$ cat src/rtl/weighted_3x3_smoothing_filter_assert.svh
// Assertion macros for the weighted 3x3 smoothing filter.
// Taken in by the top level; no other dependencies.
`ifndef WEIGHTED_3X3_SMOOTHING_FILTER_ASSERT_SVH
`define WEIGHTED_3X3_SMOOTHING_FILTER_ASSERT_SVH
`ifndef SYNTHESIS
`define WSF_ASSERT_IMPL(label, clk, rst_n, ante, cons) \
    label: assert property (@(posedge clk) disable iff (!rst_n) (ante) |-> (cons)) \
        else $error("wsf: same-cycle check failed");
`define WSF_ASSERT_NEXT(label, clk, rst_n, ante, cons) \
    label: assert property (@(posedge clk) disable iff (!rst_n) (ante) |=> (cons)) \
        else $error("wsf: next-cycle check failed");
`else
`define WSF_ASSERT_IMPL(label, clk, rst_n, ante, cons)
`define WSF_ASSERT_NEXT(label, clk, rst_n, ante, cons)
`endif
`endif

$ cat src/rtl/wsf_pkg.sv
// Shared widths, register indexes, reset values and types of the smoothing filter.
// No dependencies.
package wsf_pkg;

    localparam int PIX_W         = 8;
    localparam int ROW_W         = 12;
    localparam int IMG_W_W       = 11;
    localparam int CFG_W         = 12;
    localparam int CFG_IDX_W     = 2;
    localparam int SUM_W         = 12;
    localparam int MAX_WIDTH_DEF = 1024;
    localparam int MIN_SIZE      = 3;

    localparam logic [IMG_W_W-1:0] WIDTH_RESET  = 11'd1024;
    localparam logic [ROW_W-1:0]   HEIGHT_RESET = 12'd1024;

    localparam logic [CFG_IDX_W-1:0] REG_IMAGE_WIDTH  = 2'd0;
    localparam logic [CFG_IDX_W-1:0] REG_IMAGE_HEIGHT = 2'd1;

    // sum / 10 as (sum * 6554) >> 16, exact for sums below 16384
    localparam int                   DIV10_MUL_W = 13;
    localparam logic [DIV10_MUL_W-1:0] DIV10_MUL = 13'd6554;
    localparam int                   DIV10_SHIFT = 16;

    typedef struct packed {
        logic res_a;
        logic res_b;
        logic res_c;
        logic filt;
        logic done;
    } t_emit;

    typedef struct packed {
        logic [PIX_W-1:0] upper;
        logic [PIX_W-1:0] lower;
    } t_line;

endpackage

$ cat src/rtl/wsf_out.sv
// Divide by ten and result slots: up to three result words per pixel, sent in order.
// Depends on wsf_pkg.
module wsf_out #(
    parameter int MAX_WIDTH = wsf_pkg::MAX_WIDTH_DEF,
    localparam int COL_W = $clog2(MAX_WIDTH)
) (
    input  logic                        i_clk,
    input  logic                        i_rst_n,
    input  logic                        i_s2_valid,
    input  logic [wsf_pkg::SUM_W-1:0]   i_s2_sum,
    input  logic [wsf_pkg::PIX_W-1:0]   i_s2_center,
    input  logic [wsf_pkg::PIX_W-1:0]   i_s2_mid,
    input  logic [wsf_pkg::PIX_W-1:0]   i_s2_px,
    input  logic [wsf_pkg::ROW_W-1:0]   i_s2_row,
    input  logic [COL_W-1:0]            i_s2_col,
    input  wsf_pkg::t_emit              i_s2_emit,
    input  logic                        i_out_stall,
    output logic                        o_take,
    output logic                        o_out_valid,
    output logic [wsf_pkg::PIX_W-1:0]   o_pixel_out,
    output logic [wsf_pkg::ROW_W-1:0]   o_out_row,
    output logic [COL_W-1:0]            o_out_col,
    output logic                        o_run_last,
    output logic                        o_frame_done
);

    localparam int PROD_W = wsf_pkg::SUM_W + wsf_pkg::DIV10_MUL_W;

    typedef struct packed {
        logic [wsf_pkg::PIX_W-1:0] pix;
        logic [wsf_pkg::ROW_W-1:0] row;
        logic [COL_W-1:0]          col;
        logic                      done;
    } t_word;

    t_word                      r_slot [3];
    t_word                      n_slot [3];
    logic [2:0]                 r_mask;
    logic [2:0]                 n_mask;
    logic [2:0]                 low_bit;
    t_word                      sel;
    logic                       single;
    logic                       pop;
    logic [PROD_W-1:0]          prod;
    logic [wsf_pkg::PIX_W-1:0]  quot;
    logic [wsf_pkg::ROW_W-1:0]  row_up;

    always_comb begin
        prod   = PROD_W'(i_s2_sum) * PROD_W'(wsf_pkg::DIV10_MUL);
        quot   = prod[wsf_pkg::DIV10_SHIFT +: wsf_pkg::PIX_W];
        row_up = i_s2_row - 1'b1;

        n_slot[0].pix  = i_s2_emit.filt ? quot : i_s2_center;
        n_slot[0].row  = row_up;
        n_slot[0].col  = i_s2_col - 1'b1;
        n_slot[0].done = 1'b0;
        n_slot[1].pix  = i_s2_mid;
        n_slot[1].row  = row_up;
        n_slot[1].col  = i_s2_col;
        n_slot[1].done = 1'b0;
        n_slot[2].pix  = i_s2_px;
        n_slot[2].row  = i_s2_row;
        n_slot[2].col  = i_s2_col;
        n_slot[2].done = i_s2_emit.done;
        n_mask = {i_s2_emit.res_c, i_s2_emit.res_b, i_s2_emit.res_a};

        if (r_mask[0]) begin
            sel     = r_slot[0];
            low_bit = 3'b001;
        end else if (r_mask[1]) begin
            sel     = r_slot[1];
            low_bit = 3'b010;
        end else begin
            sel     = r_slot[2];
            low_bit = 3'b100;
        end

        single = (r_mask == 3'b001) || (r_mask == 3'b010) || (r_mask == 3'b100);
        pop    = (r_mask != 3'b000) && !i_out_stall;
        o_take = (r_mask == 3'b000) || (single && !i_out_stall);
    end

    always_ff @(posedge i_clk) begin
        if (!i_rst_n) begin
            r_mask <= '0;
        end else if (o_take) begin
            r_mask <= i_s2_valid ? n_mask : 3'b000;
        end else if (pop) begin
            r_mask <= r_mask & ~low_bit;
        end
    end

    always_ff @(posedge i_clk) begin
        if (o_take && i_s2_valid) begin
            r_slot <= n_slot;
        end
    end

    assign o_out_valid  = (r_mask != 3'b000);
    assign o_pixel_out  = sel.pix;
    assign o_out_row    = sel.row;
    assign o_out_col    = sel.col;
    assign o_run_last   = single;
    assign o_frame_done = sel.done;

endmodule

$ cat config.mk
export PLATFORM = sky130hd
export DESIGN_NAME = wsf_out
export DESIGN_NICKNAME = d
export VERILOG_FILES = /design/src/rtl/weighted_3x3_smoothing_filter_assert.svh /design/src/rtl/wsf_pkg.sv /design/src/rtl/wsf_out.sv
export SDC_FILE = /design/constraint.sdc
export NUM_CORES = 1
export LEC_CHECK = 0
export ABC_AREA = 1
export BUFFER_PORTS_ARGS = -buffer_cell sky130_fd_sc_hd__buf_4
export CAP_MARGIN = 20
export CORE_MARGIN = 2
export CORE_UTILIZATION = 40
export DETAILED_ROUTE_END_ITERATION = 8
export PLACE_DENSITY_LB_ADDON = 0.12
export SLEW_MARGIN = 10
export SYNTH_ARGS = -nofsm -noshare
export SYNTH_HDL_FRONTEND = slang
export SYNTH_SLANG_ARGS = --single-unit
$ cat constraint.sdc
create_clock -name i_clk -period 6 [get_ports i_clk]
set_input_delay 1.2 -clock i_clk [delete_from_list [all_inputs] [get_ports i_clk]]
set_output_delay 1.2 -clock i_clk [all_outputs]
set_load 0.005 [all_outputs]
==> summary.md <==
| Metric | Value |
|---|---|
| Dpl hpwl | 10600 um |
| Maximum vdd drop | 0.000156 V |
| Share of the yosys chip area belonging to registers | 36.0% |
| Leak | 3.57 nW |
| CTS sink cnt | 72 |
| DRT iter0 DRCs | 230 |
| Post CTS Setup Buffer Count | 0 |
| Final worst path period need | 5000 ps |
| Gr usage total | 16.8% |
| Layout cells sized above 1 | 18.7% |
| Syn Inst Count | 618 |
| Antenna viol nets, final | 0 |
| Top post-synthesis cells by count | 152 x nand2_1, 106 x inv_1, 85 x ha_1 |
| Final Hold Slack | 540 ps |
| Clk_lat worst skew | 330 ps |
| H-tree levels | 3 |
| Placed insts | 896 |
| Status | completed |
| Worst setup path endpoint | r_slot[90]$_DFFE_PP_ |
| Relative slew slack | 47.8% |
| Final worst path period share | 83.4% |
| Final Hold Viols | 0 |
| CTS tree | built |
| Drt wl/cell | 14.1 um |
| Synth top area share | 35.0% |
| Reg-to-Reg End | r_slot[52]$_DFFE_PP_ |
| # setup viols final | 0 |
| Clock Tree Buf Depth | 2 |
| Setup TNS | 0 ps |
| Width of the die | 126 um |
| Final instance area | 0.00716 mm^2 |
| Fin cells | 913 |
| Initial Util | 40.9% |
| Avg Inst Size Synth | 9.58 um^2 |
| DR vias/cell | 4.69 |
| Die area | 0.0158 mm^2 |
| CP required | 6080 ps |
| Syn. warnings | 0 |
| Port bufs | 100 |
| CTS buffer count | 9 |
| R2r setup slk | 3050 ps |
| Cell Area, Synth | 0.00592 mm^2 |
| Vias in the first global route | 4436 |
| Vias | 4284 |
| First-pass DRT Iterations | 4 |
| Syn_nets | 807 |
| Nature of the critical path endpoint | flip-flop |
| # fillers | 1417 |
| DR DRC count | 0 |
| Routability cong. | 0.915 |
| Largest area contributor in the netlist | edfxtp_1 |
| Max-slew violation count | 0 |
| # IOs | 101 |
| Post-Route WL | 12900 um |
| Number of distinct library cells after synthesis | 36 |
| Reg2Reg Depth | 7 |
| Rows | 44 |
| Die Y-Extent | 126 um |
| Cell with the most instances after synthesis | nand2_1 |
| Max Freq | 0.200 GHz |
| Antenna violations before repair | 0 |
| First-pass GRT wire length | 21300 um |
| Clock Tree Root | clkbuf_16 |
| Power density cells | 343 mW/mm^2 |
| Largest net degree at the start of global routing | 45 |
| Startpoint types | input port |
| # resized after CTS | 0 |
| Critical Path AT | 5080 ps |
| Area contributors post-synth | edfxtp_1 35%, ha_1 18%, fa_1 13% |
| Post-synth ARST share | 0% |
| Unrepaired setup endpoints after global routing | false |
| Crit. Startpoint | i_s2_sum[6] |
| CP Max Fanout | 5 |
| Worst-Margin Slew | 781 ps |
| Primary FF master, synth | edfxtp_1 |
| Final nets | 913 |
| Clock transition at the registers of the reported paths | 50 ps |
| Max_cap viols | 0 |
| Number of synthesized flops with an enable pin | 69 |
| Area post-placement | 0.00687 mm^2 |
| Seq cells post-synth | 72 |
| Clk_skew | 3.67 ps |
| GRT Residual Overflow | 0 |
| Syn-to-layout area delta | 20.9% |
| R2R Path Start | r_mask[0]$_SDFFE_PN0P_ |
| Core area | 0.0145 mm^2 |
| Hold buffer count at cts | 0 |
| # diodes | 0 |
| Worst setup path class | in2reg |
| Worst hold-check path type | reg2reg |
## how the worst min path moves through the flow
stage,from,slack (ps),endpoint,cells past startpoint
2_1_floorplan,r_mask[2]$_SDFFE_PN0P_,500,r_mask[2]$_SDFFE_PN0P_,2
3_3_place_gp,r_mask[2]$_SDFFE_PN0P_,530,r_mask[2]$_SDFFE_PN0P_,2
3_5_place_dp,r_mask[2]$_SDFFE_PN0P_,540,r_mask[2]$_SDFFE_PN0P_,2
4_1_cts,r_mask[2]$_SDFFE_PN0P_,550,r_mask[2]$_SDFFE_PN0P_,2
5_1_grt,r_mask[2]$_SDFFE_PN0P_,600,r_mask[2]$_SDFFE_PN0P_,2
6_report,r_mask[2]$_SDFFE_PN0P_,540,r_mask[2]$_SDFFE_PN0P_,2
## layout by cell type, fill, tap and decap left out, drive strengths merged, types with 4 or more instances in the layout
master / n
a21oi: 22
buf: 102
clkbuf: 11
clkinv: 4
edfxtp: 69
fa: 37
ha: 85
inv: 111
mux2: 10
nand2: 154
nand3: 26
nor2: 36
nor3: 5
nor4: 4
o21ai: 9
xnor2: 8
xor2: 13
## final cells by class
class	count	area, um^2	area share (%)
clock buffers	11	233	3.25
clock inverters	5	23.8	0.332
inverters	111	417	5.82
multi-input cells	428	3340	46.6
flip-flops and latches	72	2130	29.8
well taps	184	230	3.22
repair buffers	102	786	11.0
## cell families after synthesis
group / Yosys count / share of synthesized area (%)
AOI/OAI and AO/OA: 40 / 3.74
xor gates and xnor gates: 21 / 3.11
adders and majority gates: 122 / 30.5
buffers and inverters: 118 / 7.65
DFF: 72 / 36.0
muxes: 10 / 1.90
and+or+nand+nor: 235 / 17.1
## critical path, stage by stage
cell	delay, ps
buf_4	140
ha_1	280
inv_1	80
fa_1	540
inv_1	60
fa_1	500
fa_1	540
inv_1	50
fa_1	520
inv_1	40
ha_1	330
a21oi_1	200
o21ai_1	130
a21oi_1	220
nand3_1	110
nand3_1	100
nand2_1	50
## metrics by stage
| stage | setup WS [ps] | util [%] | total power [mW] |
|---|---|---|---|
| finish | 997 | 49.4 | 2.45 |
| detailed placement | 654 | 47.5 | 2.01 |
| global route | 679 | 49.4 | 2.71 |
| CTS | 1000 | 49.2 | 2.48 |
| floorplan | 1020 | - | 1.62 |
| global placement | 674 | 47.5 | 2.01 |
## registers in the layout (all words and copies together) (netlist names)
register / cells
r_mask: 3
r_slot: 69
## report_power, final
group / total (mW) / internal [mW] / switching [mW]
logic: 1.35 / 0.526 / 0.826
clock network: 0.457 / 0.274 / 0.183
registers: 0.644 / 0.629 / 0.0158
## per-layer routing
layer,track usage [%],share of wire [%],vias up
met5,0,0,-
met4,5.62,1.7,0
met3,2.59,4.5,12
met2,29.3,49,107
met1,21.5,45,1947
li1,-,-,2218
Note: power is estimated with default switching activity, not from simulation.
