## src/rtl/weighted_3x3_smoothing_filter_assert.svh

```systemverilog
// Assertion macros for the weighted 3x3 smoothing filter.
// Taken in by the top level; no other dependencies.
`ifndef WEIGHTED_3X3_SMOOTHING_FILTER_ASSERT_SVH
`define WEIGHTED_3X3_SMOOTHING_FILTER_ASSERT_SVH
`ifndef SYNTHESIS
`define WSF_ASSERT_IMPL(label, clk, rst_n, ante, cons) \
    label: assert property (@(posedge clk) disable iff (!rst_n) (ante) |-> (cons)) \
        else $error("wsf: same-cycle check failed");
`define WSF_ASSERT_NEXT(label, clk, rst_n, ante, cons) \
    label: assert property (@(posedge clk) disable iff (!rst_n) (ante) |=> (cons)) \
        else $error("wsf: next-cycle check failed");
`else
`define WSF_ASSERT_IMPL(label, clk, rst_n, ante, cons)
`define WSF_ASSERT_NEXT(label, clk, rst_n, ante, cons)
`endif
`endif

```

## src/rtl/wsf_pkg.sv

```systemverilog
// Shared widths, register indexes, reset values and types of the smoothing filter.
// No dependencies.
package wsf_pkg;

    localparam int PIX_W         = 8;
    localparam int ROW_W         = 12;
    localparam int IMG_W_W       = 11;
    localparam int CFG_W         = 12;
    localparam int CFG_IDX_W     = 2;
    localparam int SUM_W         = 12;
    localparam int MAX_WIDTH_DEF = 1024;
    localparam int MIN_SIZE      = 3;

    localparam logic [IMG_W_W-1:0] WIDTH_RESET  = 11'd1024;
    localparam logic [ROW_W-1:0]   HEIGHT_RESET = 12'd1024;

    localparam logic [CFG_IDX_W-1:0] REG_IMAGE_WIDTH  = 2'd0;
    localparam logic [CFG_IDX_W-1:0] REG_IMAGE_HEIGHT = 2'd1;

    // sum / 10 as (sum * 6554) >> 16, exact for sums below 16384
    localparam int                   DIV10_MUL_W = 13;
    localparam logic [DIV10_MUL_W-1:0] DIV10_MUL = 13'd6554;
    localparam int                   DIV10_SHIFT = 16;

    typedef struct packed {
        logic res_a;
        logic res_b;
        logic res_c;
        logic filt;
        logic done;
    } t_emit;

    typedef struct packed {
        logic [PIX_W-1:0] upper;
        logic [PIX_W-1:0] lower;
    } t_line;

endpackage

```

## src/rtl/wsf_ctrl.sv

```systemverilog
// Configuration registers, raster position counters and the first pipeline stage.
// Depends on wsf_pkg.
module wsf_ctrl #(
    parameter int MAX_WIDTH = wsf_pkg::MAX_WIDTH_DEF,
    localparam int COL_W = $clog2(MAX_WIDTH)
) (
    input  logic                          i_clk,
    input  logic                          i_rst_n,
    input  logic                          i_cfg_we,
    input  logic [wsf_pkg::CFG_IDX_W-1:0] i_cfg_idx,
    input  logic [wsf_pkg::CFG_W-1:0]     i_cfg_data,
    input  logic                          i_accept,
    input  logic                          i_s1_load,
    input  logic [wsf_pkg::PIX_W-1:0]     i_pixel,
    output logic [COL_W-1:0]              o_rd_addr,
    output logic                          o_s1_valid,
    output logic [wsf_pkg::PIX_W-1:0]     o_s1_px,
    output logic [wsf_pkg::ROW_W-1:0]     o_s1_row,
    output logic [COL_W-1:0]              o_s1_col,
    output wsf_pkg::t_emit                o_s1_emit
);

    localparam int ROW_W = wsf_pkg::ROW_W;
    localparam int CMP_W = (COL_W + 1 > wsf_pkg::IMG_W_W) ? COL_W + 1 : wsf_pkg::IMG_W_W;
    localparam logic [CMP_W-1:0] MAX_W_C = CMP_W'(MAX_WIDTH);
    localparam logic [CMP_W-1:0] MIN_W_C = CMP_W'(wsf_pkg::MIN_SIZE);
    localparam logic [ROW_W-1:0] MIN_H_C = ROW_W'(wsf_pkg::MIN_SIZE);

    logic [wsf_pkg::IMG_W_W-1:0] r_img_width;
    logic [ROW_W-1:0]            r_img_height;
    logic [COL_W-1:0]            r_col;
    logic [ROW_W-1:0]            r_row;
    logic [COL_W-1:0]            n_col;
    logic [ROW_W-1:0]            n_row;

    logic                        r_s1_valid;
    logic [wsf_pkg::PIX_W-1:0]   r_s1_px;
    logic [ROW_W-1:0]            r_s1_row;
    logic [COL_W-1:0]            r_s1_col;
    wsf_pkg::t_emit              r_s1_emit;
    wsf_pkg::t_emit              n_emit;

    logic [CMP_W-1:0]            width_ext;
    logic [CMP_W-1:0]            w_eff;
    logic [ROW_W-1:0]            h_eff;
    logic [COL_W-1:0]            cur_col;
    logic [ROW_W-1:0]            row_wrap;
    logic [ROW_W-1:0]            cur_row;
    logic [CMP_W-1:0]            col_inc;
    logic [ROW_W-1:0]            row_inc;
    logic                        last_col;

    always_comb begin
        width_ext = CMP_W'(r_img_width);
        if (width_ext < MIN_W_C) begin
            w_eff = MIN_W_C;
        end else if (width_ext > MAX_W_C) begin
            w_eff = MAX_W_C;
        end else begin
            w_eff = width_ext;
        end
        h_eff = (r_img_height < MIN_H_C) ? MIN_H_C : r_img_height;

        // wrap a position left outside a shrunken frame
        if (CMP_W'(r_col) >= w_eff) begin
            cur_col  = '0;
            row_wrap = r_row + 1'b1;
        end else begin
            cur_col  = r_col;
            row_wrap = r_row;
        end
        cur_row = (row_wrap >= h_eff) ? '0 : row_wrap;

        col_inc = CMP_W'(cur_col) + 1'b1;
        row_inc = cur_row + 1'b1;
        if (col_inc >= w_eff) begin
            n_col = '0;
            n_row = (row_inc >= h_eff) ? '0 : row_inc;
        end else begin
            n_col = col_inc[COL_W-1:0];
            n_row = cur_row;
        end

        last_col     = (CMP_W'(cur_col) == w_eff - 1'b1);
        n_emit.res_a = (cur_row != '0) && (cur_col != '0);
        n_emit.res_b = (cur_row != '0) && last_col;
        n_emit.res_c = (cur_row == h_eff - 1'b1);
        n_emit.filt  = (cur_row > ROW_W'(1)) && (cur_col > COL_W'(1));
        n_emit.done  = last_col;
    end

    always_ff @(posedge i_clk) begin
        if (!i_rst_n) begin
            r_img_width  <= wsf_pkg::WIDTH_RESET;
            r_img_height <= wsf_pkg::HEIGHT_RESET;
            r_col        <= '0;
            r_row        <= '0;
            r_s1_valid   <= 1'b0;
        end else begin
            if (i_cfg_we) begin
                unique case (i_cfg_idx)
                    wsf_pkg::REG_IMAGE_WIDTH: begin
                        r_img_width <= i_cfg_data[wsf_pkg::IMG_W_W-1:0];
                    end
                    wsf_pkg::REG_IMAGE_HEIGHT: begin
                        r_img_height <= i_cfg_data[ROW_W-1:0];
                    end
                    default: begin
                    end
                endcase
            end
            if (i_accept) begin
                r_col <= n_col;
                r_row <= n_row;
            end
            if (i_s1_load) begin
                r_s1_valid <= i_accept;
            end
        end
    end

    always_ff @(posedge i_clk) begin
        if (i_accept) begin
            r_s1_px   <= i_pixel;
            r_s1_row  <= cur_row;
            r_s1_col  <= cur_col;
            r_s1_emit <= n_emit;
        end
    end

    assign o_rd_addr  = cur_col;
    assign o_s1_valid = r_s1_valid;
    assign o_s1_px    = r_s1_px;
    assign o_s1_row   = r_s1_row;
    assign o_s1_col   = r_s1_col;
    assign o_s1_emit  = r_s1_emit;

endmodule

```

## config.mk

```make
export PLATFORM = sky130hd
export DESIGN_NAME = wsf_ctrl
export DESIGN_NICKNAME = d
export VERILOG_FILES = /design/src/rtl/weighted_3x3_smoothing_filter_assert.svh /design/src/rtl/wsf_pkg.sv /design/src/rtl/wsf_ctrl.sv
export SDC_FILE = /design/constraint.sdc
export NUM_CORES = 1
export LEC_CHECK = 0
export BUFFER_PORTS_ARGS = -buffer_cell sky130_fd_sc_hd__clkbuf_2
export CAP_MARGIN = 30
export CELL_PAD_IN_SITES_DETAIL_PLACEMENT = 1
export CELL_PAD_IN_SITES_GLOBAL_PLACEMENT = 2
export CORE_UTILIZATION = 36
export DETAILED_ROUTE_END_ITERATION = 10
export HOLD_SLACK_MARGIN = 0.05
export PLACE_DENSITY_LB_ADDON = 0.1
export SLEW_MARGIN = 5
export SYNTH_ARGS = -nofsm -noshare
export SYNTH_HDL_FRONTEND = slang
export SYNTH_SLANG_ARGS = --single-unit
```

## constraint.sdc

```tcl
create_clock -name i_clk -period 7.8 [get_ports i_clk]
set_input_delay 0.39 -clock i_clk [delete_from_list [all_inputs] [get_ports i_clk]]
set_output_delay 0.39 -clock i_clk [all_outputs]
set_load 0.01 [all_outputs]
```

==> reports/metrics.yaml <==
dr.pass1.iters: 5
cts_tree: "built"
antenna_found_initial: 1
numPortBuffers: 72
period_needed_ps: 7280
postSynth.asyncResetShare: 0
overflow: 0
post_drt_wl_per_cell_um: 20.0
powerDensity_nw_per_um2: 207
io_pins: 73
synth_top_flop_cell: "dfxtp_1"
yosysWarningCount: 0
r2r_start: "r_img_width[3]"
crit_arrival_ps: 7560
yosys.area.top_type: "edfxtp_1"
synth_edf_count: 35
die_w_um: 131
p_leak_uw: 0.00283
path_clk_slew_ps: 70
row_count: 46
fin_crit_sh: 0.933
reg2reg_depth: 34
worstSetupStartpointType: "flop"
cts_max_path_buffers: 2
stdcell_area_sq_um: 6920
vias: 5518
clock-sinks: 81
cts_root_buf: "clkbuf_16"
die_h_um: 131
min_from: "i_pixel[6]"
syn_to_final_growth_pct: 16.2
regToRegSetupSlack_ps: 520
crit_required_ps: 8080
dieArea_sq_um: 17100
seqCellArea_sq_um: 1970
worstSetupEndpointType: "flop"
path_buf_inv: 3
max-slew-margin-rel: 0.497
vdd_drop_max_mv: 0.109
post_dp_cell_area_sq_um: 6580
hold_path_class: "primary input to flop"
grt_pass1_wl_um: 30900
critPathTopFamily: "simple AND/OR/NAND/NOR gates"
drive_gt1_frac: 0.191
core-area_sq_um: 16000
netlist_top_cells_count: "89 x nand2_1, 54 x ha_1, 47 x inv_1"
final-hold-violation-count: 0
start_util: 0.372
slowest_stage: "a2111oi_2"
nNetsFinal: 836
synth.area.top_cells: "edfxtp_1 18%, dfxtp_1 15%, ha_1 11%"
skew_ps: 7.17
numCtsBuffers: 9
grt_max_degree: 47
multiInputGateArea_sq_um: 3720
syn_area_per_cell_sq_um: 8.72
clock.fmax_mhz: 137
drt_iter0_markers: 230
track_usage: 0.243
synth.most_common_cell: "nand2_1"
n_antenna_cell: 0
place_congestion: 0.858
drc: 0
worst_path_largest_cell_delay_ps: 430
grt_pass1_vias: 5531
hold_depth: 1
worst_pin_slew_ps: 749
drt-total-wl_um: 19500
synth_cell_types: 74
synth_top_area_frac: 0.176
path_max_fanout: 8
num-fill-cells: 1983
hold_end: "o_s1_px[6]"
synth_seq_area_share: 0.331
setup_viol: 0
status: "finished clean"
criticalPathCategory: "flop to flop"
netlist_area_sq_um: 5960
synthCells: 683
cts.htree.levels: 3
synth-seq-cells: 81
drv_slew: 0
rr_endpoint: "r_row[11]"
clk_latency_ps: 350
ant_nets: 0
dp_hpwl_um: 15300
syn-num-nets: 764
dp_slack_ps: 88.4
fin_ws_ps: 521
drv_cap: 0
drt-vias-per-instance: 5.65
## per-stage QoR
| step | hold WS, ps | power (uW) | util | setup TNS [ps] | std cells |
|---|---|---|---|---|---|
| 4_1_cts | 195 | 1440 | 0.429 | 0 | 974 |
| 2_1_floorplan | 444 | 840 | - | 0 | 683 |
| 5_1_grt | 198 | 1510 | 0.433 | -29.5 | 976 |
| 3_3_place_gp | 469 | 987 | 0.410 | 0 | 957 |
| 6_report | 212 | 1430 | 0.433 | 0 | 976 |
| 3_5_place_dp | 484 | 996 | 0.411 | 0 | 958 |
## cell families after synthesis
logic type	synth area share
AND/OR/NAND/NOR	0.237
adder cells (fa/ha/maj)	0.113
XOR/XNOR	0.0632
flip-flops	0.331
buffers and inverters	0.0519
multiplexers	0.0263
AO/OA/AOI/OAI	0.178
## flip-flops by register name (all words and copies together), names as in the netlist, 5 cells and up
register      cells
o_s1_row         12
o_s1_emit         5
r_img_width      11
r_row            12
o_s1_px           8
o_s1_col         10
r_img_height     12
r_col            10
## layer usage
layer	global-route usage	wire, um
met2	0.405	9400
met5	0	0
met3	0.0383	750
met1	0.321	8970
met4	0.0771	377
## worst register-to-register path: cells and delay by family (launching register included)
kind,cells,cell delay (ps)
buf+inv,3,480
flops,1,380
xor+xnor,1,140
mux,1,300
simple gates,16,2950
fa+ha+maj,4,1090
compound gates,9,1870
## where the power goes
part           total [uW]  internal, uW  switching (uW)  leakage [uW]
registers             506           480            26.1      0.000733
clock network         438           250             189      0.000143
logic                 489           187             302       0.00196
total                1430           917             517       0.00283
## worst max-delay path by stage
stage                         startpoint   endpoint  slack [ps]  cells past startpoint
after floorplan           r_img_width[3]   r_row[0]         910                     35
after global placement    r_img_width[3]  r_row[11]         510                     34
after detailed placement  r_img_width[3]  r_row[11]          90                     34
after CTS                 r_img_width[3]  r_row[11]          60                     34
after global routing      r_img_width[3]  r_row[11]         -30                     34
final                     r_img_width[3]  r_row[11]         520                     34
## timing repair
item / CTS / global route
gates cloned: 0 / 0
gates resized for setup: 1 / 6
buffers inserted: 0 / 2
endpoints found under the setup margin: 1 / 12
hold buffers: 0 / 0
pin swaps: 0 / 1
## final cells by class
type                    count  share of cell area
inverters                  51              0.0277
multi-input cells         525               0.537
repair buffers             87              0.0689
well taps                 216              0.0390
flip-flops and latches     81               0.285
clock inverters             6             0.00940
clock buffers              10              0.0331
## cell usage in the layout, fill, tap and decap left out, types with 3 or more instances in the layout
cell,count
a21oi_1,36
ha_1,54
inv_1,47
and4_1,5
a211oi_1,9
xnor2_1,35
o21ai_2,3
a311oi_1,3
nand3b_1,3
nor3_2,4
clkbuf_2,72
xor2_1,8
mux2_2,4
nand2_1,89
a31oi_1,12
nand2b_1,9
inv_2,3
mux2i_1,10
nand3_1,25
o2111ai_1,5
nand4_1,12
nor2_1,46
nor4_1,12
dfxtp_1,46
edfxtp_1,35
buf_4,14
clkbuf_16,9
and2_1,7
a2111oi_2,3
or2_2,5
o21ai_1,3
o21ai_0,22
o211ai_1,11
and3_1,5
nor3_1,10
o21a_1,8
a221oi_1,8
or3_1,5
a21o_1,4
or4_1,4
Note: power is estimated with default switching activity, not from simulation.
