===== src/rtl/weighted_3x3_smoothing_filter_assert.svh =====
// Assertion macros for the weighted 3x3 smoothing filter.
// Taken in by the top level; no other dependencies.
`ifndef WEIGHTED_3X3_SMOOTHING_FILTER_ASSERT_SVH
`define WEIGHTED_3X3_SMOOTHING_FILTER_ASSERT_SVH
`ifndef SYNTHESIS
`define WSF_ASSERT_IMPL(label, clk, rst_n, ante, cons) \
    label: assert property (@(posedge clk) disable iff (!rst_n) (ante) |-> (cons)) \
        else $error("wsf: same-cycle check failed");
`define WSF_ASSERT_NEXT(label, clk, rst_n, ante, cons) \
    label: assert property (@(posedge clk) disable iff (!rst_n) (ante) |=> (cons)) \
        else $error("wsf: next-cycle check failed");
`else
`define WSF_ASSERT_IMPL(label, clk, rst_n, ante, cons)
`define WSF_ASSERT_NEXT(label, clk, rst_n, ante, cons)
`endif
`endif


===== src/rtl/wsf_pkg.sv =====
// Shared widths, register indexes, reset values and types of the smoothing filter.
// No dependencies.
package wsf_pkg;

    localparam int PIX_W         = 8;
    localparam int ROW_W         = 12;
    localparam int IMG_W_W       = 11;
    localparam int CFG_W         = 12;
    localparam int CFG_IDX_W     = 2;
    localparam int SUM_W         = 12;
    localparam int MAX_WIDTH_DEF = 1024;
    localparam int MIN_SIZE      = 3;

    localparam logic [IMG_W_W-1:0] WIDTH_RESET  = 11'd1024;
    localparam logic [ROW_W-1:0]   HEIGHT_RESET = 12'd1024;

    localparam logic [CFG_IDX_W-1:0] REG_IMAGE_WIDTH  = 2'd0;
    localparam logic [CFG_IDX_W-1:0] REG_IMAGE_HEIGHT = 2'd1;

    // sum / 10 as (sum * 6554) >> 16, exact for sums below 16384
    localparam int                   DIV10_MUL_W = 13;
    localparam logic [DIV10_MUL_W-1:0] DIV10_MUL = 13'd6554;
    localparam int                   DIV10_SHIFT = 16;

    typedef struct packed {
        logic res_a;
        logic res_b;
        logic res_c;
        logic filt;
        logic done;
    } t_emit;

    typedef struct packed {
        logic [PIX_W-1:0] upper;
        logic [PIX_W-1:0] lower;
    } t_line;

endpackage


===== src/rtl/wsf_window.sv =====
// 3x3 window, line store write-back and weighted sum stage.
// Depends on wsf_pkg.
module wsf_window #(
    parameter int MAX_WIDTH = wsf_pkg::MAX_WIDTH_DEF,
    localparam int COL_W = $clog2(MAX_WIDTH)
) (
    input  logic                        i_clk,
    input  logic                        i_rst_n,
    input  logic                        i_s2_load,
    input  logic                        i_s1_valid,
    input  logic [wsf_pkg::PIX_W-1:0]   i_s1_px,
    input  logic [wsf_pkg::ROW_W-1:0]   i_s1_row,
    input  logic [COL_W-1:0]            i_s1_col,
    input  wsf_pkg::t_emit              i_s1_emit,
    input  wsf_pkg::t_line              i_rd_data,
    output logic                        o_wr_en,
    output logic [COL_W-1:0]            o_wr_addr,
    output wsf_pkg::t_line              o_wr_data,
    output logic                        o_s2_valid,
    output logic [wsf_pkg::SUM_W-1:0]   o_s2_sum,
    output logic [wsf_pkg::PIX_W-1:0]   o_s2_center,
    output logic [wsf_pkg::PIX_W-1:0]   o_s2_mid,
    output logic [wsf_pkg::PIX_W-1:0]   o_s2_px,
    output logic [wsf_pkg::ROW_W-1:0]   o_s2_row,
    output logic [COL_W-1:0]            o_s2_col,
    output wsf_pkg::t_emit              o_s2_emit
);

    localparam int SUM_W = wsf_pkg::SUM_W;

    typedef struct packed {
        logic [wsf_pkg::PIX_W-1:0] top;
        logic [wsf_pkg::PIX_W-1:0] mid;
        logic [wsf_pkg::PIX_W-1:0] bot;
    } t_wcol;

    t_wcol                      r_win_a;
    t_wcol                      r_win_b;
    t_wcol                      new_col;
    logic                       shift;
    logic [SUM_W-1:0]           n_sum;

    logic                       r_s2_valid;
    logic [SUM_W-1:0]           r_s2_sum;
    logic [wsf_pkg::PIX_W-1:0]  r_s2_center;
    logic [wsf_pkg::PIX_W-1:0]  r_s2_mid;
    logic [wsf_pkg::PIX_W-1:0]  r_s2_px;
    logic [wsf_pkg::ROW_W-1:0]  r_s2_row;
    logic [COL_W-1:0]           r_s2_col;
    wsf_pkg::t_emit             r_s2_emit;

    always_comb begin
        shift       = i_s1_valid && i_s2_load;
        new_col.top = i_rd_data.upper;
        new_col.mid = i_rd_data.lower;
        new_col.bot = i_s1_px;
        n_sum = SUM_W'(r_win_a.top) + SUM_W'(r_win_a.mid) + SUM_W'(r_win_a.bot)
              + SUM_W'(r_win_b.top) + (SUM_W'(r_win_b.mid) << 1) + SUM_W'(r_win_b.bot)
              + SUM_W'(new_col.top) + SUM_W'(new_col.mid) + SUM_W'(new_col.bot);
    end

    // consecutive words hit different columns, so write-back never meets the next read
    assign o_wr_en         = shift;
    assign o_wr_addr       = i_s1_col;
    assign o_wr_data.upper = i_rd_data.lower;
    assign o_wr_data.lower = i_s1_px;

    always_ff @(posedge i_clk) begin
        if (!i_rst_n) begin
            r_win_a    <= '0;
            r_win_b    <= '0;
            r_s2_valid <= 1'b0;
        end else begin
            if (shift) begin
                r_win_a <= r_win_b;
                r_win_b <= new_col;
            end
            if (i_s2_load) begin
                r_s2_valid <= i_s1_valid;
            end
        end
    end

    always_ff @(posedge i_clk) begin
        if (shift) begin
            r_s2_sum    <= n_sum;
            r_s2_center <= r_win_b.mid;
            r_s2_mid    <= new_col.mid;
            r_s2_px     <= i_s1_px;
            r_s2_row    <= i_s1_row;
            r_s2_col    <= i_s1_col;
            r_s2_emit   <= i_s1_emit;
        end
    end

    assign o_s2_valid  = r_s2_valid;
    assign o_s2_sum    = r_s2_sum;
    assign o_s2_center = r_s2_center;
    assign o_s2_mid    = r_s2_mid;
    assign o_s2_px     = r_s2_px;
    assign o_s2_row    = r_s2_row;
    assign o_s2_col    = r_s2_col;
    assign o_s2_emit   = r_s2_emit;

endmodule


===== config.mk =====
export PLATFORM = sky130hd
export DESIGN_NAME = wsf_window
export DESIGN_NICKNAME = d
export VERILOG_FILES = /design/src/rtl/weighted_3x3_smoothing_filter_assert.svh /design/src/rtl/wsf_pkg.sv /design/src/rtl/wsf_window.sv
export SDC_FILE = /design/constraint.sdc
export NUM_CORES = 1
export LEC_CHECK = 0
export ABC_CLOCK_PERIOD_IN_PS = 4400
export BUFFER_PORTS_ARGS = -buffer_cell sky130_fd_sc_hd__buf_4
export CAP_MARGIN = 15
export CORE_MARGIN = 2
export CORE_UTILIZATION = 48
export CTS_CLUSTER_SIZE = 24
export DETAILED_ROUTE_END_ITERATION = 7
export GPL_TIMING_DRIVEN = 0
export PLACE_DENSITY = 0.73
export SYNTH_ARGS = -nofsm -noshare
export SYNTH_HDL_FRONTEND = slang
export SYNTH_SLANG_ARGS = --single-unit

===== constraint.sdc =====
create_clock -name i_clk -period 4.4 [get_ports i_clk]
set_clock_uncertainty 0.05 [all_clocks]
set_input_delay 0.22 -clock i_clk [delete_from_list [all_inputs] [get_ports i_clk]]
set_output_delay 0.22 -clock i_clk [all_outputs]
set_load 0.01 [all_outputs]

==> qor.txt, run 1 <==
CTS clk-pin slew, worst paths: 0.07 ns
sequential area share after synthesis: 51.02%
Top Layer Used: met4
Post-Route WL: 11780 um
ANT cells: 0
Core Area: 0.01142 mm2
Tot GR Track Use: 19.07%
Worst Path Arrival: 4.31 ns
Worst setup SP type: register
GRT overflow: 0
start point of the critical path: r_win_a[1]$_SDFFE_PN0P_
combinational share of power: 28.4%
Hold Buf Count CTS: 18
Synth Register Bits: 112
Crit Path Class: register to register
Ys Warns: 0
reg-to-reg startpoint: r_win_a[1]$_SDFFE_PN0P_
Die Width: 112.3 um
DRC violations left: 0
Leakage Power: 3.330 nW
WL met1: 5063 um
Pwr Density: 384.7 mW/mm2
Final Hold Viols: 0
Final Non-Filler Cells: 806
drt pass-1 iters: 6
max-cap check violation count: 0
multi-input logic area: 0.002190 mm2
DPL Wire Length: 8421 um
IO Count: 146
Net Sw Frac: 28.80%
Final Wtd Congestion: 0.8287
I/O Buffers: 144
fmax: 233.9 MHz
syn nets: 602
clk_lat worst skew: 0.35 ns
RSZ-0062 raised after global routing: false
cts bufs inserted: 9
flip-flop and latch area: 0.002873 mm2
crit path max fanout: 3
CTS Sinks: 112
hold_sp: i_s1_col[3]
final slew viol count: 0
drt first-iter violations: 139
Post-Route Setup TNS: 0 ns
largest net degree at the start of global routing: 53
synthesized area: 0.005630 mm2
setup bufs post-CTS: 0
most frequent cells in the layout: buf_4 (170), nand2_1 (97), inv_1 (83)
P_sw: 0.8243 mW
syn avg cell area: 11.75 um2
Max VDD drop: 193.6 uV
cells after synthesis: 479
via count: 3843
share of cells above drive strength 1: 28.66%
Final setup violation count: 0
worst slew pin tran: 0.6526 ns
number of global-route vias before repair: 3840
CTS Root Cell: clkbuf_16
Die Area: 0.01261 mm2
Longest Clk Path Bufs: 2
CTS tree: built
Detail Route met3 WL: 846 um
placed instance count: 767
Via density: 4.768
crit end category: register
Max-slew headroom: 56.49%
cell-internal power: 2.038 mW
Area Overhead vs Synth: 32.13%
Clk pwr share: 28.1%
initial antenna violation count: 0
chip height: 112.3 um
share of power burned in registers: 43.5%
Worst Hold Class: primary input to register
DR WL/cell: 14.62 um
fin nets: 781
status: completed
met2 wire length: 5679 um
number of fill cells in the layout: 871
Netlist cell types: 24
row count: 39
first-pass GRT wire length: 18800 um
Worst EP required: 4.43 ns
cts repair resizes: 0
leading cell type in the layout, fill and taps excluded: buf_4
starting density of the core: 49.31%
Tmin final: 4.275 ns
ANT nets after route: 0
htree depth: 3
period utilization: 97.16%
[cell usage after synthesis (all sizes together)]
library cell / count / area, um2
o21bai: 3 / 22.52
a211oi: 2 / 15.01
or3: 1 / 6.260
a21o: 2 / 15.01
nand2: 97 / 364.1
a31oi: 1 / 6.260
o22ai: 1 / 6.260
o211ai: 1 / 7.510
edfxtp: 63 / 1892
nand2b: 3 / 18.77
xnor2: 5 / 43.79
a21oi: 4 / 20.02
a21boi: 49 / 367.9
clkbuf: 9 / 33.78
inv: 83 / 311.6
xor2: 2 / 17.52
fa: 54 / 1081
ha: 14 / 175.2
dfxtp: 49 / 980.9
or4: 1 / 7.510
buf: 32 / 222.7
o21ai: 3 / 15.01
[state kept, by name, indices dropped and copies added, names as in the netlist]
register	flops
r_win_a	24
o_s2_mid	8
o_s2_sum	12
o_s2_center	8
o_s2_px	8
r_win_b	24
o_s2_col	10
o_s2_row	12
o_s2_valid	1
o_s2_emit	5
[routing by layer]
layer,vias to the layer above,track usage (%)
met5,-,0
met4,0,6.341
met3,14,5.238
met2,143,31.73
met1,1846,24.37
li1,1840,-
[power by group through the flow]
stage	Sequential, mW	Clock, mW	Combinational [mW]
6_report	1.25	0.805	0.811
3_3_place_gp	1.27	0	0.777
5_1_grt	1.25	0.874	0.910
2_1_floorplan	1.30	0	0.485
3_5_place_dp	1.27	0	0.803
4_1_cts	1.25	0.823	0.821
[stage by stage]
step                      setup WS (ns)  power, mW  utilization (%)  instance area (um2)  hold slack (ns)
after global routing            0.02153      3.039            65.15                 7440        0.0008836
after CTS                        0.1024      2.890            64.72                 7390        0.0004274
after floorplan                  0.4691      1.784                -                 5630           0.2689
final                            0.1248      2.862            65.15                 7440          0.01194
after detailed placement        0.05863      2.073            60.62                 6922           0.3495
after global placement           0.1260      2.047            60.34                 6890           0.3483
[cells by family (layout without fill, tap and decap cells)]
| logic type | count (synthesis) | count (layout) | synth area share [%] |
|---|---|---|---|
| flops | 112 | 112 | 51.02 |
| buf+inv | 124 | 308 | 10.09 |
| compound gates | 66 | 66 | 8.444 |
| fa+ha+maj | 68 | 68 | 22.31 |
| simple gates | 102 | 102 | 7.045 |
| xor+xnor | 7 | 7 | 1.089 |
[final cells by class]
cell class	count	area share [%]
clock buffer	9	3.027
tap	143	2.405
sequential	112	38.61
multi-input combinational	243	29.43
clock inverter	7	0.8409
inverter	83	4.188
buffer	41	3.498
timing repair buffer	168	18.00
[critical path, cell delays in order, from the launching register on]
cell      delay [ns]
dfxtp_1         0.35
fa_1            0.58
inv_1           0.06
fa_1            0.47
fa_1            0.44
inv_1           0.08
fa_1            0.42
ha_1            0.26
fa_1            0.43
a211oi_1        0.35
o21bai_1        0.14
a31oi_1         0.29
xor2_1          0.10
[worst paths after layout]
| check | end | slack [ns] | cells after the start |
|---|---|---|---|
| hold / removal | o_s2_col[3]$_DFFE_PP_ | 0.01 | 1 |
| setup reg to reg | o_s2_sum[10]$_DFFE_PP_ | 0.12 | 12 |
| hold reg to reg | r_win_a[16]$_SDFFE_PN0P_ | 0.43 | 2 |
| setup / recovery | o_s2_sum[10]$_DFFE_PP_ | 0.12 | 12 |
(Power assumes the default switching activity.)
==> run 2, diff against run 1 <==
--- a/config.mk
+++ b/config.mk
@@ -14,6 +14,7 @@
 export DETAILED_ROUTE_END_ITERATION = 7
 export GPL_TIMING_DRIVEN = 0
 export PLACE_DENSITY = 0.73
+export SETUP_SLACK_MARGIN = 0.2
 export SYNTH_ARGS = -nofsm -noshare
 export SYNTH_HDL_FRONTEND = slang
 export SYNTH_SLANG_ARGS = --single-unit
==> run 2 against run 1 <==
Critical path depth did not move; highest routed layer unchanged; flip-flop and latch count unchanged; clock-buffer cell count did not move; sequential share of layout area is 0.071 points lower; routed wire length down 0.36%; cell count is the same; core utilization increased by 0.12 points; largest power group unchanged; total power grew 0.33%; die area stayed put; maximum frequency is 4.6% higher; combinational power up 2%; global-route usage up 0.093 points.
==> qor.txt, run 2 (synthesized netlist as in run 1, its figures left out) <==
Die Width: 112.3 um (unchanged)
CTS clk-pin slew, worst paths: 0.07 ns (about the same)
status: completed
first-pass GRT wire length: 18870 um (+0.37%)
ANT nets after route: 0 (unchanged)
worst r2r path cells: 12 (unchanged)
P_sw: 0.8290 mW (+0.57%)
Leakage Power: 3.330 nW (about the same)
fin nets: 781 (unchanged)
Tmin final: 4.089 ns (-0.1863 ns)
max-cap check violation count: 0 (unchanged)
GRT overflow: 0 (unchanged)
Final Hold Viols: 0 (unchanged)
IO Count: 146 (unchanged)
cts bufs inserted: 9 (unchanged)
reg-to-reg startpoint: r_win_a[1]$_SDFFE_PN0P_
Via density: 4.773 (+0.10%)
Max VDD drop: 193.9 uV (+0.15%)
worst slew pin tran: 0.6466 ns (-0.005950 ns)
CTS tree: built
Net Sw Frac: 28.87% (+0.070 points)
drt first-iter violations: 135 (-2.9%)
Max-slew headroom: 56.89% (+0.40 points)
Worst Path Arrival: 4.13 ns (-0.18 ns)
met2 Usage GRT: 32.05% (+0.32 points)
starting density of the core: 49.31% (unchanged)
initial antenna violation count: 0 (unchanged)
Worst setup SP type: register
Area Overhead vs Synth: 32.38%
CTS Sinks: 112 (unchanged)
setup bufs post-CTS: 0 (unchanged)
placed cell area: 0.006922 mm2 (unchanged)
Pwr Density: 385.2 mW/mm2 (+0.14%)
I/O Buffers: 144 (unchanged)
Clk pwr share: 27.9% (-0.2 points)
global routing usage on met3: 5.238% (unchanged)
leading cell type in the layout, fill and taps excluded: buf_4
via count: 3847 (+0.10%)
placed instance count: 767 (unchanged)
Worst Hold Path EP: o_s2_col[3]$_DFFE_PP_
R2R Setup Slk: 0.31 ns (+0.19 ns)
DPL Wire Length: 8421 um (unchanged)
hold_sp: i_s1_col[3]
Tot GR Track Use: 19.16% (+0.093 points)
DRC violations left: 0 (unchanged)
grt met1 use: 24.34% (-0.036 points)
share of power burned in registers: 43.4% (about the same)
Die Area: 0.01261 mm2 (unchanged)
period utilization: 92.93% (-4.2 points)
Worst Hold Class: primary input to register
Worst EP required: 4.44 ns (about the same)
Post-Route WL: 11740 um (-0.36%)
CTS Root Cell: clkbuf_16
final core utilization: 65.28% (+0.12 points)
crit path max fanout: 3 (unchanged)
Crit Path Class: register to register
gr busiest metal: met2
DR WL/cell: 14.56 um (-0.36%)
Final Non-Filler Cells: 806 (unchanged)
chip height: 112.3 um (unchanged)
row count: 39 (unchanged)
crit end category: register
fmax: 244.6 MHz (+4.6%)
Longest Clk Path Bufs: 2 (unchanged)
share of cells above drive strength 1: 29.11% (+0.45 points)
Regs by FF count: r_win_a: 24 flops, r_win_b: 24 flops
largest net degree at the start of global routing: 53 (unchanged)
number of fill cells in the layout: 870 (-0.11%)
clk_lat worst skew: 0.35 ns (about the same)
RSZ-0062 raised after global routing: false
Final Cell Area: 0.007453 mm2 (+0.18%)
ANT cells: 0 (unchanged)
Final setup violation count: 0 (unchanged)
hold depth: 1 (unchanged)
drt pass-1 iters: 4 (-2)
cell-internal power: 2.042 mW (+0.23%)
reg2reg end: o_s2_sum[10]$_DFFE_PP_
Post-Route Setup TNS: 0 ns (unchanged)
total power: 2.871 mW (+0.33%)
Core Area: 0.01142 mm2 (unchanged)
combinational share of power: 28.7% (+0.3 points)
number of global-route vias before repair: 3842 (+0.052%)
most frequent cells in the layout: buf_4 (170), nand2_1 (97), inv_1 (83)
final slew viol count: 0 (unchanged)
htree depth: 3 (unchanged)
Final Wtd Congestion: 0.8287 (unchanged)
[run 2: cell counts in the layout (fill, tap and decap cells not counted)]
No cell type changed its count.
[run 2: timing repair]
action	in CTS	in global routing
pin swaps	1	0
endpoints found under the hold margin	18	5
hold buffers	18	5
resized for setup	2	1
endpoints found under the setup margin	1	2
[run 2: area by class of cell]
type / count / area, um2 / share of cell area [%]
Multi-Input combinational cell: 243 / 2203 / 29.56
Sequential cell: 112 / 2873 / 38.54
Tap cell: 143 / 178.9 / 2.401
Clock buffer: 9 / 225.2 / 3.022
Clock inverter: 7 / 62.56 / 0.8393
Timing Repair Buffer: 168 / 1339 / 17.96
Inverter: 83 / 311.5 / 4.180
Buffer: 41 / 260.3 / 3.492
[run 2: worst max-delay path by stage]
| stage | from | to | slack, ns |
|---|---|---|---|
| detailed placement | i_s1_px[2] | o_s2_sum[10]$_DFFE_PP_ | 0.06 |
| global route | r_win_a[1]$_SDFFE_PN0P_ | o_s2_sum[10]$_DFFE_PP_ | 0.20 |
| finish | r_win_a[1]$_SDFFE_PN0P_ | o_s2_sum[10]$_DFFE_PP_ | 0.31 |
| global placement | i_s1_px[2] | o_s2_sum[10]$_DFFE_PP_ | 0.13 |
| floorplan | i_s1_px[2] | o_s2_sum[10]$_DFFE_PP_ | 0.47 |
| CTS | r_win_a[1]$_SDFFE_PN0P_ | o_s2_sum[10]$_DFFE_PP_ | 0.24 |
[run 2: worst max-delay path, cell delays in order (launching register included)]
cell,delay (ns)
dfxtp_1,0.35
fa_1,0.57
inv_1,0.06
fa_1,0.47
fa_1,0.44
inv_1,0.08
fa_1,0.42
ha_1,0.26
fa_2,0.38
a211oi_2,0.27
o21bai_1,0.14
a31oi_2,0.25
xor2_1,0.09
[run 2: layer usage]
layer | vias up | part of all wire (%)
met1 | 1843 | 42
li1 | 1839 | -
met4 | 0 | 1.7
met3 | 14 | 7.4
met2 | 151 | 49
met5 | - | 0
[run 2: through the flow]
stage	hold slack [ns]	setup slack (ns)
5_1_grt	0.0008836	0.2021
4_1_cts	0.0004274	0.2386
6_report	0.01409	0.3110
2_1_floorplan	0.2689	0.4691
3_3_place_gp	0.3483	0.1260
3_5_place_dp	0.3495	0.05863
[run 2: power by group through the flow]
stage,logic (mW),clock network (mW),registers (mW)
after floorplan,0.485,0,1.30
after global placement,0.777,0,1.27
after detailed placement,0.803,0,1.27
after CTS,0.830,0.823,1.25
after global routing,0.925,0.874,1.25
final,0.824,0.801,1.25
